`config.mk`:
```
export PLATFORM = sky130hd
export DESIGN_NAME = http_request_header_tokenizer
export DESIGN_NICKNAME = d
export VERILOG_FILES = /design/src/hw/rtl/hrht_pkg.sv /design/src/hw/rtl/hrht_parser.sv /design/src/hw/rtl/http_request_header_tokenizer.sv
export SDC_FILE = /design/constraint.sdc
export NUM_CORES = 1
export LEC_CHECK = 0
export BUFFER_PORTS_ARGS = -buffer_cell sky130_fd_sc_hd__buf_2
export CELL_PAD_IN_SITES_DETAIL_PLACEMENT = 1
export CELL_PAD_IN_SITES_GLOBAL_PLACEMENT = 1
export CORE_UTILIZATION = 43
export CTS_CLUSTER_DIAMETER = 200
export CTS_CLUSTER_SIZE = 25
export DETAILED_ROUTE_END_ITERATION = 10
export PLACE_DENSITY = 0.76
export SLEW_MARGIN = 30
export SYNTH_ARGS = -nofsm -noshare
export SYNTH_HDL_FRONTEND = slang
export SYNTH_SLANG_ARGS = --single-unit
```
`constraint.sdc`:
```
create_clock -name aclk -period 3.5 [get_ports aclk]
set_input_delay 0.875 -clock aclk [delete_from_list [all_inputs] [get_ports aclk]]
set_output_delay 0.875 -clock aclk [all_outputs]
set_load 0.01 [all_outputs]
```
`src/hw/rtl/hrht_pkg.sv`:
```
// ---------------------------------------------------------------------------
// hrht_pkg: shared types and constants for the HTTP header tokenizer
// Word formats for both channels, phase codes and the character codes
// that the tokenizer recognizes.
// ---------------------------------------------------------------------------
package hrht_pkg;

    typedef struct packed {
        logic [7:0] data_byte;
        logic       stream_end;
    } hrht_in_t;

    typedef struct packed {
        logic [7:0] out_byte;
        logic       byte_kept;
        logic [2:0] token_kind;
        logic       token_end;
        logic       request_done;
        logic       parse_error;
    } hrht_out_t;

    // Parser phases; token_kind uses the same codes for the first five.
    localparam logic [2:0] PH_METHOD  = 3'd0;
    localparam logic [2:0] PH_PATH    = 3'd1;
    localparam logic [2:0] PH_VERSION = 3'd2;
    localparam logic [2:0] PH_NAME    = 3'd3;
    localparam logic [2:0] PH_VALUE   = 3'd4;
    localparam logic [2:0] PH_ERROR   = 3'd5;

    localparam logic [7:0] CH_SP    = 8'h20;
    localparam logic [7:0] CH_CR    = 8'h0D;
    localparam logic [7:0] CH_LF    = 8'h0A;
    localparam logic [7:0] CH_COLON = 8'h3A;
    localparam logic [7:0] CH_A     = 8'h41;
    localparam logic [7:0] CH_Z     = 8'h5A;
    localparam logic [7:0] CH_PATH_LO = 8'h21;
    localparam logic [7:0] CH_PATH_HI = 8'h7E;

    localparam logic [1:0] HDR_CNT_MAX = 2'd3;

endpackage

```
`src/hw/rtl/hrht_parser.sv`:
```
// ---------------------------------------------------------------------------
// hrht_parser: phase tracker and byte classifier
// Holds the parser state and classifies one input word per advance,
// producing the result word that goes to the output register.
// ---------------------------------------------------------------------------
module hrht_parser (
    input  logic              aclk,
    input  logic              aresetn,
    input  logic              advance,
    input  hrht_pkg::hrht_in_t  item,
    output hrht_pkg::hrht_out_t result
);
    import hrht_pkg::*;

    logic [2:0] phase_reg, phase_next;
    logic       cr_seen_reg, cr_seen_next;
    logic       colon_seen_reg, colon_seen_next;
    logic [1:0] hdr_cnt_reg, hdr_cnt_next;

    logic       kept;
    logic       tok_end;
    logic       done;
    logic       err;
    logic [7:0] c;

    assign c = item.data_byte;

    always_comb begin
        phase_next      = phase_reg;
        cr_seen_next    = cr_seen_reg;
        colon_seen_next = colon_seen_reg;
        hdr_cnt_next    = hdr_cnt_reg;
        kept            = 1'b0;
        tok_end         = 1'b0;
        done            = 1'b0;
        err             = 1'b0;

        if (phase_reg > PH_VALUE) begin
            err = 1'b1;
        end else if (item.stream_end) begin
            // only legal right after a completed request
            if (!(phase_reg == PH_METHOD && cr_seen_reg)) begin
                err = 1'b1;
            end
        end else begin
            unique case (phase_reg) inside
                PH_METHOD: begin
                    cr_seen_next = 1'b0;
                    if (c == CH_SP) begin
                        tok_end    = 1'b1;
                        phase_next = PH_PATH;
                    end else if (c >= CH_A && c <= CH_Z) begin
                        kept = 1'b1;
                    end else begin
                        err = 1'b1;
                    end
                end
                PH_PATH: begin
                    if (c == CH_SP) begin
                        tok_end    = 1'b1;
                        phase_next = PH_VERSION;
                    end else if (c >= CH_PATH_LO && c <= CH_PATH_HI) begin
                        kept = 1'b1;
                    end else begin
                        err = 1'b1;
                    end
                end
                PH_VERSION, PH_VALUE: begin
                    if (c == CH_CR) begin
                        cr_seen_next = 1'b1;
                    end else if (c == CH_LF) begin
                        if (cr_seen_reg) begin
                            tok_end         = 1'b1;
                            phase_next      = PH_NAME;
                            cr_seen_next    = 1'b0;
                            colon_seen_next = 1'b0;
                            hdr_cnt_next    = 2'd0;
                        end else begin
                            err = 1'b1;
                        end
                    end else begin
                        kept         = 1'b1;
                        cr_seen_next = 1'b0;
                    end
                end
                PH_NAME: begin
                    if (hdr_cnt_reg != HDR_CNT_MAX) begin
                        hdr_cnt_next = hdr_cnt_reg + 2'd1;
                    end
                    if (c == CH_CR) begin
                        if (hdr_cnt_reg == 2'd0) begin
                            cr_seen_next = 1'b1;
                        end
                    end else if (c == CH_LF) begin
                        // blank line: request complete, mark it for stream end
                        if (hdr_cnt_reg == 2'd1 && cr_seen_reg) begin
                            done            = 1'b1;
                            phase_next      = PH_METHOD;
                            cr_seen_next    = 1'b1;
                            colon_seen_next = 1'b0;
                            hdr_cnt_next    = 2'd0;
                        end
                    end else if (c == CH_COLON) begin
                        colon_seen_next = 1'b1;
                    end else if (c == CH_SP) begin
                        if (colon_seen_reg) begin
                            tok_end         = 1'b1;
                            phase_next      = PH_VALUE;
                            cr_seen_next    = 1'b0;
                            colon_seen_next = 1'b0;
                            hdr_cnt_next    = 2'd0;
                        end else begin
                            err = 1'b1;
                        end
                    end else begin
                        kept            = 1'b1;
                        colon_seen_next = 1'b0;
                    end
                end
                default: begin
                    err = 1'b1;
                end
            endcase
        end

        if (err) begin
            phase_next      = PH_ERROR;
            cr_seen_next    = 1'b0;
            colon_seen_next = 1'b0;
            hdr_cnt_next    = 2'd0;
            kept            = 1'b0;
            tok_end         = 1'b0;
            done            = 1'b0;
        end
    end

    always_comb begin
        result.out_byte     = kept ? c : 8'd0;
        result.byte_kept    = kept;
        result.token_kind   = err ? PH_METHOD : phase_reg;
        result.token_end    = tok_end;
        result.request_done = done;
        result.parse_error  = err;
    end

    always_ff @(posedge aclk) begin
        if (!aresetn) begin
            phase_reg      <= PH_METHOD;
            cr_seen_reg    <= 1'b0;
            colon_seen_reg <= 1'b0;
            hdr_cnt_reg    <= 2'd0;
        end else if (advance) begin
            phase_reg      <= phase_next;
            cr_seen_reg    <= cr_seen_next;
            colon_seen_reg <= colon_seen_next;
            hdr_cnt_reg    <= hdr_cnt_next;
        end
    end

endmodule

```
`src/hw/rtl/http_request_header_tokenizer.sv`:
```
// ---------------------------------------------------------------------------
// http_request_header_tokenizer: byte-wide HTTP/1.1 request header splitter
// Input register, classifier with phase state, output register.
// ---------------------------------------------------------------------------
// Feed the request one byte per word on s_; each input word yields exactly
// one result word on m_, in order. Throughput is one word per cycle while
// m_ready drains the result register; m_valid rises once the word has gone
// from the input register through the classifier into the result register.
// The result tells whether the byte is token text (byte_kept, out_byte),
// which token it belongs to (token_kind: method, path, version, header
// name, header value), and whether it closes a token, closes the request
// (blank line) or is malformed. CR and LF are never kept; a space is kept
// only as version or value text, a ':' only as path, version or value text.
// A word with stream_end set carries no byte; it is clean only right
// after a completed request. Once parse_error is reported, every later
// word reports it too, until aresetn is asserted.
// ---------------------------------------------------------------------------
module http_request_header_tokenizer (
    input  logic                aclk,
    input  logic                aresetn,
    input  logic                s_valid,
    output logic                s_ready,
    input  hrht_pkg::hrht_in_t  s_data,
    output logic                m_valid,
    input  logic                m_ready,
    output hrht_pkg::hrht_out_t m_data
);
    import hrht_pkg::*;

    logic       in_valid_reg;
    hrht_in_t   in_data_reg;
    logic       out_valid_reg;
    hrht_out_t  out_data_reg;
    hrht_out_t  result;
    logic       advance;

    // Move the held word into the result register when that register is
    // empty or is being drained this cycle.
    assign advance = in_valid_reg && (!out_valid_reg || m_ready);
    // Take a new word whenever the input register empties or advances.
    assign s_ready = !in_valid_reg || advance;

    always_ff @(posedge aclk) begin
        if (!aresetn) begin
            in_valid_reg <= 1'b0;
        end else if (s_ready) begin
            in_valid_reg <= s_valid;
        end
    end

    // Payload register: no reset needed, valid qualifies it.
    always_ff @(posedge aclk) begin
        if (s_valid && s_ready) begin
            in_data_reg <= s_data;
        end
    end

    hrht_parser u_parser (
        .aclk    (aclk),
        .aresetn (aresetn),
        .advance (advance),
        .item    (in_data_reg),
        .result  (result)
    );

    // Result register: hold while stalled, load on advance.
    always_ff @(posedge aclk) begin
        if (!aresetn) begin
            out_valid_reg <= 1'b0;
        end else if (advance) begin
            out_valid_reg <= 1'b1;
        end else if (m_ready) begin
            out_valid_reg <= 1'b0;
        end
    end

    always_ff @(posedge aclk) begin
        if (advance) begin
            out_data_reg <= result;
        end
    end

    assign m_valid = out_valid_reg;
    assign m_data  = out_data_reg;

endmodule

```
==> results.py, run 1 <==
metrics = {
    "yosys": {
        "seq_area_frac_synth_pct": 51.0,
        "synth_nets": 183,
        "synth_largest_area_cell": "edfxtp_1",
        "async_reset_ff_share_pct": 0,
        "netlist_area_um2": 1770,
        "synth-seq-cells": 33,
        "ys.flop_type": "edfxtp_1",
        "yosysMostFrequentCell": "edfxtp_1",
        "synth_top_area_share_pct": 40.8,
        "synthCells": 170,
        "synth_commonest_cells": "edfxtp_1, nor2_1, nand2_1",
        "synth_area_leaders": "edfxtp_1, dfxtp_1, and2_1, nor2_1, nand2_1",
        "synth_cell_types": 54,
        "yosys_warnings": 0,
        "syn_area_per_cell_um2": 10.4,
        "synth-edff-count": 24,
    },
    "critical_path": {
        "crit_type": "reg2reg",
        "crit_required_ns": 3.54,
        "crit_start": "in_data_reg[1]",
        "r2r_start": "in_data_reg[1]",
        "critPathLaunchType": "register",
        "r2r_setup_slack_ns": 0.83,
        "rr_worst_depth": 6,
        "cp-end-kind": "register",
        "crit_path_end": "m_data[10]",
        "crit_arrival_ns": 2.71,
        "path_max_fanout": 11,
        "r2r-end": "m_data[10]",
    },
    "finish": {
        "largest_reg_flops": 15,
        "layout.nets": 212,
        "fin_util_pct": 54.3,
        "drive_above_1_share_pct": 24.0,
        "fillers": 433,
        "area_delta_synth_final_pct": 16.8,
        "num_antenna_cells": 0,
    },
    "floorplanning": {
        "die_w_um": 66.1,
        "core-area_um2": 3800,
        "num_rows": 22,
        "start_util_pct": 46.5,
        "die_y_um": 66.1,
        "die_area_um2": 4370,
        "pin_count": 30,
    },
    "sta": {
        "slew_headroom_pct": 59.9,
        "setup-violations-final": 0,
        "period_needed_ns": 2.67,
        "final_hold_viol_count": 0,
        "fin_crit_sh_pct": 76.3,
        "skew_ns": 0.00592,
        "tns_ns": 0,
        "tightest_slew_ns": 0.600,
        "slew_viol_final": 0,
        "rsz0062_at_grt": "false",
        "timing.fmax_mhz": 374,
    },
    "cts": {
        "clk_root_buffer_cell": "clkbuf_8",
        "cts_setup_buffers": 0,
        "worstSkewPairLatency_ns": 0.29,
        "htree_levels": 2,
        "cts_sinks": 33,
        "holdBufCountCts": 0,
        "cts_tree": "built",
        "clockBufferDepth": 2,
        "clkSlewWorstSetupHoldPaths_ns": 0.07,
        "cts_buffers": 5,
        "cts_resized": 0,
    },
    "global_route": {
        "grt_max_degree": 18,
        "grt_overflow": 0,
        "grt_pass1_wl_mm": 7.27,
        "grt_pass1_vias": 1453,
        "grt_usage_pct": 22.9,
        "antenna_found_initial": 0,
    },
    "detailed_routing": {
        "ant_nets": 0,
        "viasPerCell": 5.98,
        "finalWirelength_mm": 4.34,
        "vias": 1483,
        "first_iter_violations": 120,
        "drc_errors": 0,
        "drt_first_pass_iters": 4,
        "wire_per_inst_um": 17.5,
    },
    "job": {
        "cap_violations": 0,
    },
    "pwr": {
        "powerDensity_nw_per_um2": 455,
        "comb_power_share_pct": 10.4,
        "p_switching_mw": 0.226,
        "p_int_mw": 0.713,
        "pwr-share-clk_pct": 40.1,
        "vdd_ir_drop_max_v": 0.000256,
        "sw_frac_of_total_pct": 24.1,
        "p_leak_nw": 0.736,
        "seqPwrFrac_pct": 49.5,
    },
    "run_status": {
        "outcome": "finished clean",
    },
    "placement": {
        "numPortBuffers": 29,
        "gp_congestion": 0.903,
        "dp_hpwl_mm": 3.22,
    },
    "min_path": {
        "hp-class": "reg2reg",
    },
}
through the flow:
step | instance area [um^2] | power, mW | cells | setup WS (ns) | hold slack [ns]
after CTS | 2060 | 0.944 | 248 | 0.815 | 0.535
after global routing | 2060 | 0.968 | 248 | 0.571 | 0.553
after floorplan | 1770 | 0.537 | 170 | 0.770 | 0.475
after global placement | 1950 | 0.565 | 240 | 0.971 | 0.494
after detailed placement | 1950 | 0.571 | 240 | 0.858 | 0.523
final | 2060 | 0.939 | 248 | 0.829 | 0.534
power by group through the flow:
stage          Clock [mW]  Combinational (mW)  Sequential [mW]
3_3_place_gp            0              0.0940            0.471
4_1_cts             0.381              0.0984            0.465
6_report            0.377              0.0977            0.465
5_1_grt             0.390               0.109            0.468
2_1_floorplan           0              0.0712            0.466
3_5_place_dp            0              0.0979            0.473
cell usage in the layout (no fill, tap or decap), types with 2 or more instances in the layout:
| master | Yosys | final |
|---|---|---|
| buf_2 | 2 | 29 |
| nor3b_1 | 2 | 2 |
| buf_4 | 1 | 2 |
| dfxtp_1 | 9 | 9 |
| nand2b_1 | 3 | 3 |
| or3_1 | 4 | 4 |
| and2_1 | 11 | 11 |
| a21oi_1 | 7 | 7 |
| nand4_1 | 3 | 3 |
| o21a_1 | 2 | 2 |
| clkbuf_8 | 0 | 6 |
| a31oi_1 | 2 | 2 |
| and3_1 | 2 | 2 |
| nor2b_1 | 4 | 4 |
| o21ai_0 | 4 | 4 |
| nor2_1 | 15 | 15 |
| a21o_1 | 2 | 2 |
| o22ai_1 | 2 | 2 |
| nor3_1 | 3 | 3 |
| o32a_1 | 2 | 2 |
| edfxtp_1 | 24 | 24 |
| nand3_1 | 9 | 9 |
| o221ai_1 | 2 | 2 |
| a211oi_1 | 3 | 3 |
| inv_1 | 4 | 4 |
| nand2_1 | 14 | 14 |
critical path, stage by stage, from the launching register on:
cell and delay (ns):
edfxtp_1 0.49, nor4_4 0.60, nand2_1 0.20, o31ai_2 0.43, or2_1 0.38, a21oi_2 0.13, and2_1 0.20
worst min-delay path by stage:
stage / cells after the start / from / endpoint
2_1_floorplan: 2 / u_parser.hdr_cnt_reg[1] / u_parser.hdr_cnt_reg[1]
3_3_place_gp: 2 / u_parser.hdr_cnt_reg[1] / u_parser.hdr_cnt_reg[1]
3_5_place_dp: 2 / u_parser.hdr_cnt_reg[1] / u_parser.hdr_cnt_reg[1]
4_1_cts: 2 / u_parser.hdr_cnt_reg[1] / u_parser.hdr_cnt_reg[1]
5_1_grt: 2 / in_valid_reg / m_valid
6_report: 2 / u_parser.hdr_cnt_reg[1] / u_parser.hdr_cnt_reg[1]
metal layers:
layer  vias up  part of all wire (%)  track usage, %  wire length (um)
li1        709                     -               -                 -
met1       719                    44            29.3              1910
met2        42                    49            36.7              2130
met3        13                   4.2            4.66               182
met4         0                   2.8            11.2               121
met5         -                     0               0                 0
layout make-up:
cell class / count / area [um^2] / area share (%)
clock inverters: 1 / 30.0 / 1.46
well taps: 48 / 60.1 / 2.91
repair buffers: 31 / 160 / 7.76
clock buffers: 7 / 86.3 / 4.18
multi-input cells: 124 / 811 / 39.3
inverters: 4 / 15.0 / 0.728
flip-flops and latches: 33 / 901 / 43.7
cell families after synthesis:
family	synth area share, %
XOR/XNOR	0.496
AO/OA/AOI/OAI	18.1
buffers and inverters	3.12
flip-flops	51.0
AND/OR/NAND/NOR	27.3
Power figures use the tool's default switching activity.
==> run 2: changes to the inputs <==
Settings changed: CORE_UTILIZATION 43 to 39, PLACE_DENSITY 0.76 to 0.72.
Clock period 3.5 ns to 2.3 ns, I/O delays scaled along.
==> run 2 against run 1 <==
Effect of this change:
- die area rose by 9.9%
- highest routed layer unchanged
- largest cell class unchanged
- sequential cell count did not move
- non-clock buffer count rose by 14
- combinational power rose by 88%
- clock skew rose by 0.0012 ns
- sequential share of layout area fell by 2.6 points
- routed wire length rose by 17%
- critical path depth did not move
- largest power group unchanged
- critical endpoint is now m_data[14]
- cell area rose by 6.4%
- clock power rose by 49%
==> results.py, run 2 (synthesis results as in run 1) <==
metrics = {
    "detailed_routing": {
        "viasPerCell": 5.90,
        "first_iter_violations": 139,
        "drt_first_pass_iters": 4,
        "vias": 1570,
        "finalWirelength_mm": 5.07,
        "drc_errors": 0,
        "wire_per_inst_um": 19.1,
        "ant_nets": 0,
    },
    "job": {
        "cap_violations": 0,
    },
    "cts": {
        "cts_tree": "built",
        "clockBufferDepth": 2,
        "clkSlewWorstSetupHoldPaths_ns": 0.08,
        "clk_root_buffer_cell": "clkbuf_8",
        "cts_buffers": 5,
        "htree_levels": 2,
        "worstSkewPairLatency_ns": 0.30,
        "cts_sinks": 33,
    },
    "placement": {
        "dp_hpwl_mm": 3.68,
        "gp_congestion": 0.932,
        "place_area_um2": 2030,
        "placed_cells": 254,
        "numPortBuffers": 29,
        "pre_cts_slack_ns": -0.0201,
    },
    "finish": {
        "final_common_cell": "buf_2",
        "drive_above_1_share_pct": 31.8,
        "final_area_um2": 2200,
        "area_delta_synth_final_pct": 24.3,
        "finalNonFillerCells": 266,
        "largest_reg_flops": 15,
        "num_antenna_cells": 0,
        "final_cell_mix": "buf_2, edfxtp_1, buf_4",
        "layout.nets": 226,
    },
    "sta": {
        "slew_viol_final": 0,
        "fin_ws_ns": 0.0779,
        "skew_ns": 0.00717,
        "slew_headroom_pct": 59.8,
        "period_needed_ns": 2.22,
        "final_hold_viol_count": 0,
        "setup-violations-final": 0,
        "rsz0062_at_grt": "true",
        "tightest_slew_ns": 0.602,
        "fin_crit_sh_pct": 96.6,
        "timing.fmax_mhz": 450,
    },
    "critical_path": {
        "r2r-end": "m_data[14]",
        "crit_arrival_ns": 2.27,
        "crit_start": "in_data_reg[3]",
        "crit_path_end": "m_data[14]",
        "crit_required_ns": 2.35,
        "path_max_fanout": 9,
        "critPathLaunchType": "register",
        "cp-end-kind": "register",
        "rr_worst_depth": 6,
        "r2r_start": "in_data_reg[3]",
        "r2r_setup_slack_ns": 0.08,
        "crit_type": "reg2reg",
    },
    "global_route": {
        "grt_usage_pct": 22.1,
        "grt_pass1_vias": 1652,
        "antenna_found_initial": 0,
        "grt_overflow": 0,
        "grt_max_degree": 16,
        "grt_pass1_wl_mm": 8.29,
    },
    "floorplanning": {
        "die_area_um2": 4800,
        "num_rows": 24,
        "core-area_um2": 4350,
        "die_y_um": 69.3,
        "die_w_um": 69.3,
        "pin_count": 30,
        "start_util_pct": 40.6,
    },
    "pwr": {
        "powerDensity_nw_per_um2": 660,
        "p_leak_nw": 0.800,
        "vdd_ir_drop_max_v": 0.000412,
    },
    "min_path": {
        "hp-class": "in2reg",
    },
    "run_status": {
        "outcome": "finished clean",
    },
}
[run 2: worst min-delay path by stage]
stage | depth (start not counted) | startpoint | to | slack (ns)
after floorplan | 2 | u_parser.hdr_cnt_reg[1] | u_parser.hdr_cnt_reg[1] | 0.47
after CTS | 1 | s_data[4] | in_data_reg[4] | 0.44
after global placement | 2 | u_parser.hdr_cnt_reg[1] | u_parser.hdr_cnt_reg[1] | 0.49
after detailed placement | 2 | in_valid_reg | m_valid | 0.52
after global routing | 1 | s_data[2] | in_data_reg[2] | 0.44
final | 1 | s_data[4] | in_data_reg[4] | 0.45
[run 2: worst max-delay path, cell delays in order (launching register included)]
cell      delay (ns)
edfxtp_1        0.50
nor4_4          0.40
nand2_1         0.16
o31ai_2         0.39
or2_4           0.25
a21oi_2         0.09
and2_1          0.20
[run 2: routing by layer]
layer / vias up / wire (um) / GRT usage (%)
met5: - / 0 / 0
li1: 739 / - / -
met2: 52 / 2530 / 36.2
met4: 0 / 104 / 9.75
met3: 11 / 211 / 5.09
met1: 768 / 2230 / 27.9
[run 2: timing repair]
| item | 4_1_cts | 5_1_grt |
|---|---|---|
| pin swaps | 1 | 3 |
| gates resized for setup | 0 | 5 |
| hold buffers | 0 | 0 |
| endpoints found under the hold margin | 0 | 0 |
| setup buffers | 1 | 3 |
| setup endpoints to repair | 2 | 19 |
[run 2: power by group]
part	total [mW]	switching, mW	internal (mW)	leakage, nW
clock	0.562	0.238	0.324	0.0543
combinational	0.184	0.103	0.0807	0.440
sequential	0.704	0.0338	0.670	0.306
total	1.45	0.375	1.07	0.800
[run 2: cell type report]
cell class                      instances  area, um^2
Tap cell                               52        65.1
Clock buffer                            5        68.8
Inverter                                4        15.0
Timing Repair Buffer                   45         265
Sequential cell                        33         901
Clock inverter                          3        46.3
Multi-Input combinational cell        124         835
Fill cell                             508        2160
[run 2: stage by stage]
step / util, % / power (mW) / setup TNS [ns] / hold slack [ns]
6_report: 50.4 / 1.45 / 0 / 0.450
5_1_grt: 50.4 / 1.51 / -0.122 / 0.435
4_1_cts: 49.4 / 1.45 / 0 / 0.442
3_5_place_dp: 46.6 / 0.888 / -0.0201 / 0.519
3_3_place_gp: 46.6 / 0.879 / 0 / 0.493
2_1_floorplan: - / 0.817 / 0 / 0.475
==> run 3: changes to the inputs <==
==> constraint.sdc (replaced) <==
create_clock -name aclk -period 2.3 [get_ports aclk]
set_input_delay 0.46 -clock aclk [delete_from_list [all_inputs] [get_ports aclk]]
set_output_delay 0.46 -clock aclk [all_outputs]
set_load 0.01 [all_outputs]
==> run 3 against run 2 <==
Effect of this change:
- largest cell class unchanged
- critical endpoint is now u_parser.cr_seen_reg
- sequential power hardly changed
- sequential cell count stayed put
- register-to-register slack lost 0.03 ns
- first-iteration DRC count increased by 2.9%
- maximum frequency is 1.3% lower
- core utilization is 0.80 points higher
==> results.py, run 3 (synthesis results as in run 1) <==
metrics = {
    "run_status": {
        "outcome": "finished clean",
    },
    "detailed_routing": {
        "drc_errors": 0,
        "drt_first_pass_iters": 4,
        "wl_met2_mm": 2.33,
        "top_layer_used": "met4",
        "viasPerCell": 5.68,
        "vias": 1529,
        "first_iter_violations": 143,
        "dr_wl_met3_um": 217,
        "met1Wirelength_mm": 2.18,
        "ant_nets": 0,
        "finalWirelength_mm": 4.78,
        "wire_per_inst_um": 17.8,
    },
    "sta": {
        "fin_crit_sh_pct": 97.9,
        "setup-violations-final": 0,
        "tightest_slew_ns": 0.553,
        "skew_ns": 0.0103,
        "final_hold_viol_count": 0,
        "period_needed_ns": 2.25,
        "timing.fmax_mhz": 444,
        "holdWs_ns": 0.343,
        "slew_headroom_pct": 63.1,
        "slew_viol_final": 0,
    },
    "placement": {
        "dp_hpwl_mm": 3.39,
        "numPortBuffers": 29,
        "gp_congestion": 0.925,
        "placed_cells": 256,
    },
    "critical_path": {
        "crit_required_ns": 2.49,
        "cp-end-kind": "register",
        "crit_type": "reg2reg",
        "path_max_fanout": 7,
        "critPathLaunchType": "register",
        "crit_arrival_ns": 2.44,
    },
    "cts": {
        "clk_root_buffer_cell": "clkbuf_8",
        "worstSkewPairLatency_ns": 0.29,
        "cts_tree": "built",
        "cts_sinks": 33,
        "htree_levels": 2,
        "cts_buffers": 5,
        "clockBufferDepth": 2,
        "clkSlewWorstSetupHoldPaths_ns": 0.07,
    },
    "finish": {
        "fillers": 499,
        "largest_reg_flops": 15,
        "final_cell_mix": "buf_2, edfxtp_1, buf_4",
        "area_delta_synth_final_pct": 26.3,
        "drive_above_1_share_pct": 32.7,
        "num_antenna_cells": 0,
        "layout.nets": 229,
        "final_common_cell": "buf_2",
        "finalNonFillerCells": 269,
    },
    "global_route": {
        "grt_pass1_vias": 1592,
        "grt_usage_pct": 20.1,
        "grt_overflow": 0,
        "grt_pass1_wl_mm": 7.72,
        "grt_max_degree": 16,
        "antenna_found_initial": 0,
    },
    "floorplanning": {
        "core-area_um2": 4350,
        "pin_count": 30,
        "die_y_um": 69.3,
        "num_rows": 24,
        "die_area_um2": 4800,
        "start_util_pct": 40.6,
        "die_w_um": 69.3,
    },
    "pwr": {
        "powerDensity_nw_per_um2": 657,
        "p_leak_nw": 0.821,
        "vdd_ir_drop_max_v": 0.000333,
    },
    "min_path": {
        "hp-class": "in2reg",
    },
    "job": {
        "cap_violations": 0,
    },
}
==> run 3: cell types whose count changed in the layout (fill, tap and decap cells not counted), sizes merged <==
cell,before,now
clkinv,1,0
clkbuf,5,7
buf,45,48
clkinvlp,1,0
==> run 3: worst paths after layout <==
| kind | to | depth (start not counted) | slack, ns | startpoint |
|---|---|---|---|---|
| worst max-delay path | u_parser.cr_seen_reg | 7 | 0.05 | in_data_reg[6] |
| worst min-delay path | in_data_reg[3] | 1 | 0.34 | s_data[3] |
| worst max register to register | u_parser.cr_seen_reg | 7 | 0.05 | in_data_reg[6] |
| worst min register to register | u_parser.hdr_cnt_reg[1] | 2 | 0.52 | u_parser.hdr_cnt_reg[1] |
==> run 3: critical path, stage by stage (launching register included) <==
cell       delay [ns]
edfxtp_1         0.50
nor4b_4          0.19
a2111oi_1        0.54
o2bb2ai_2        0.18
buf_4            0.17
o21ai_0          0.14
a31o_1           0.25
o21a_1           0.17
==> run 3: where the power goes <==
part	switching [mW]	internal (mW)	total, mW
clock	0.217	0.353	0.570
sequential	0.0334	0.670	0.704
combinational	0.105	0.0859	0.191
total	0.355	1.11	1.46
==> run 3: what timing repair did <==
item / CTS / global route
buffers inserted: 0 / 5
resized for setup: 0 / 6
endpoints found under the setup margin: 0 / 17
hold buffers: 0 / 0
==> run 3: routing by layer <==
| layer | vias up | GRT usage [%] |
|---|---|---|
| li1 | 738 | - |
| met2 | 38 | 33.2 |
| met4 | 0 | 6.35 |
| met3 | 5 | 4.51 |
| met1 | 748 | 26.2 |
| met5 | - | 0 |
==> run 3: area by class of cell <==
class	count	area, um^2	share of cell area, %
flip-flops and latches	33	901	40.4
multi-input cells	124	846	37.9
repair buffers	48	288	12.9
clock buffers	7	86.3	3.87
well taps	52	65.1	2.92
clock inverters	1	30.0	1.35
inverters	4	15.0	0.673
==> run 3: per-stage QoR <==
| step | power, mW | TNS [ns] | util (%) | setup WS (ns) | instance area, um^2 |
|---|---|---|---|---|---|
| 2_1_floorplan | 0.817 | 0 | - | 0.183 | 1770 |
| 3_3_place_gp | 0.882 | 0 | 47.0 | 0.120 | 2040 |
| 3_5_place_dp | 0.889 | 0 | 47.0 | 0.0909 | 2040 |
| 4_1_cts | 1.45 | 0 | 49.6 | 0.0457 | 2160 |
| 5_1_grt | 1.52 | -0.0138 | 51.2 | -0.00636 | 2230 |
| 6_report | 1.46 | 0 | 51.2 | 0.0480 | 2230 |
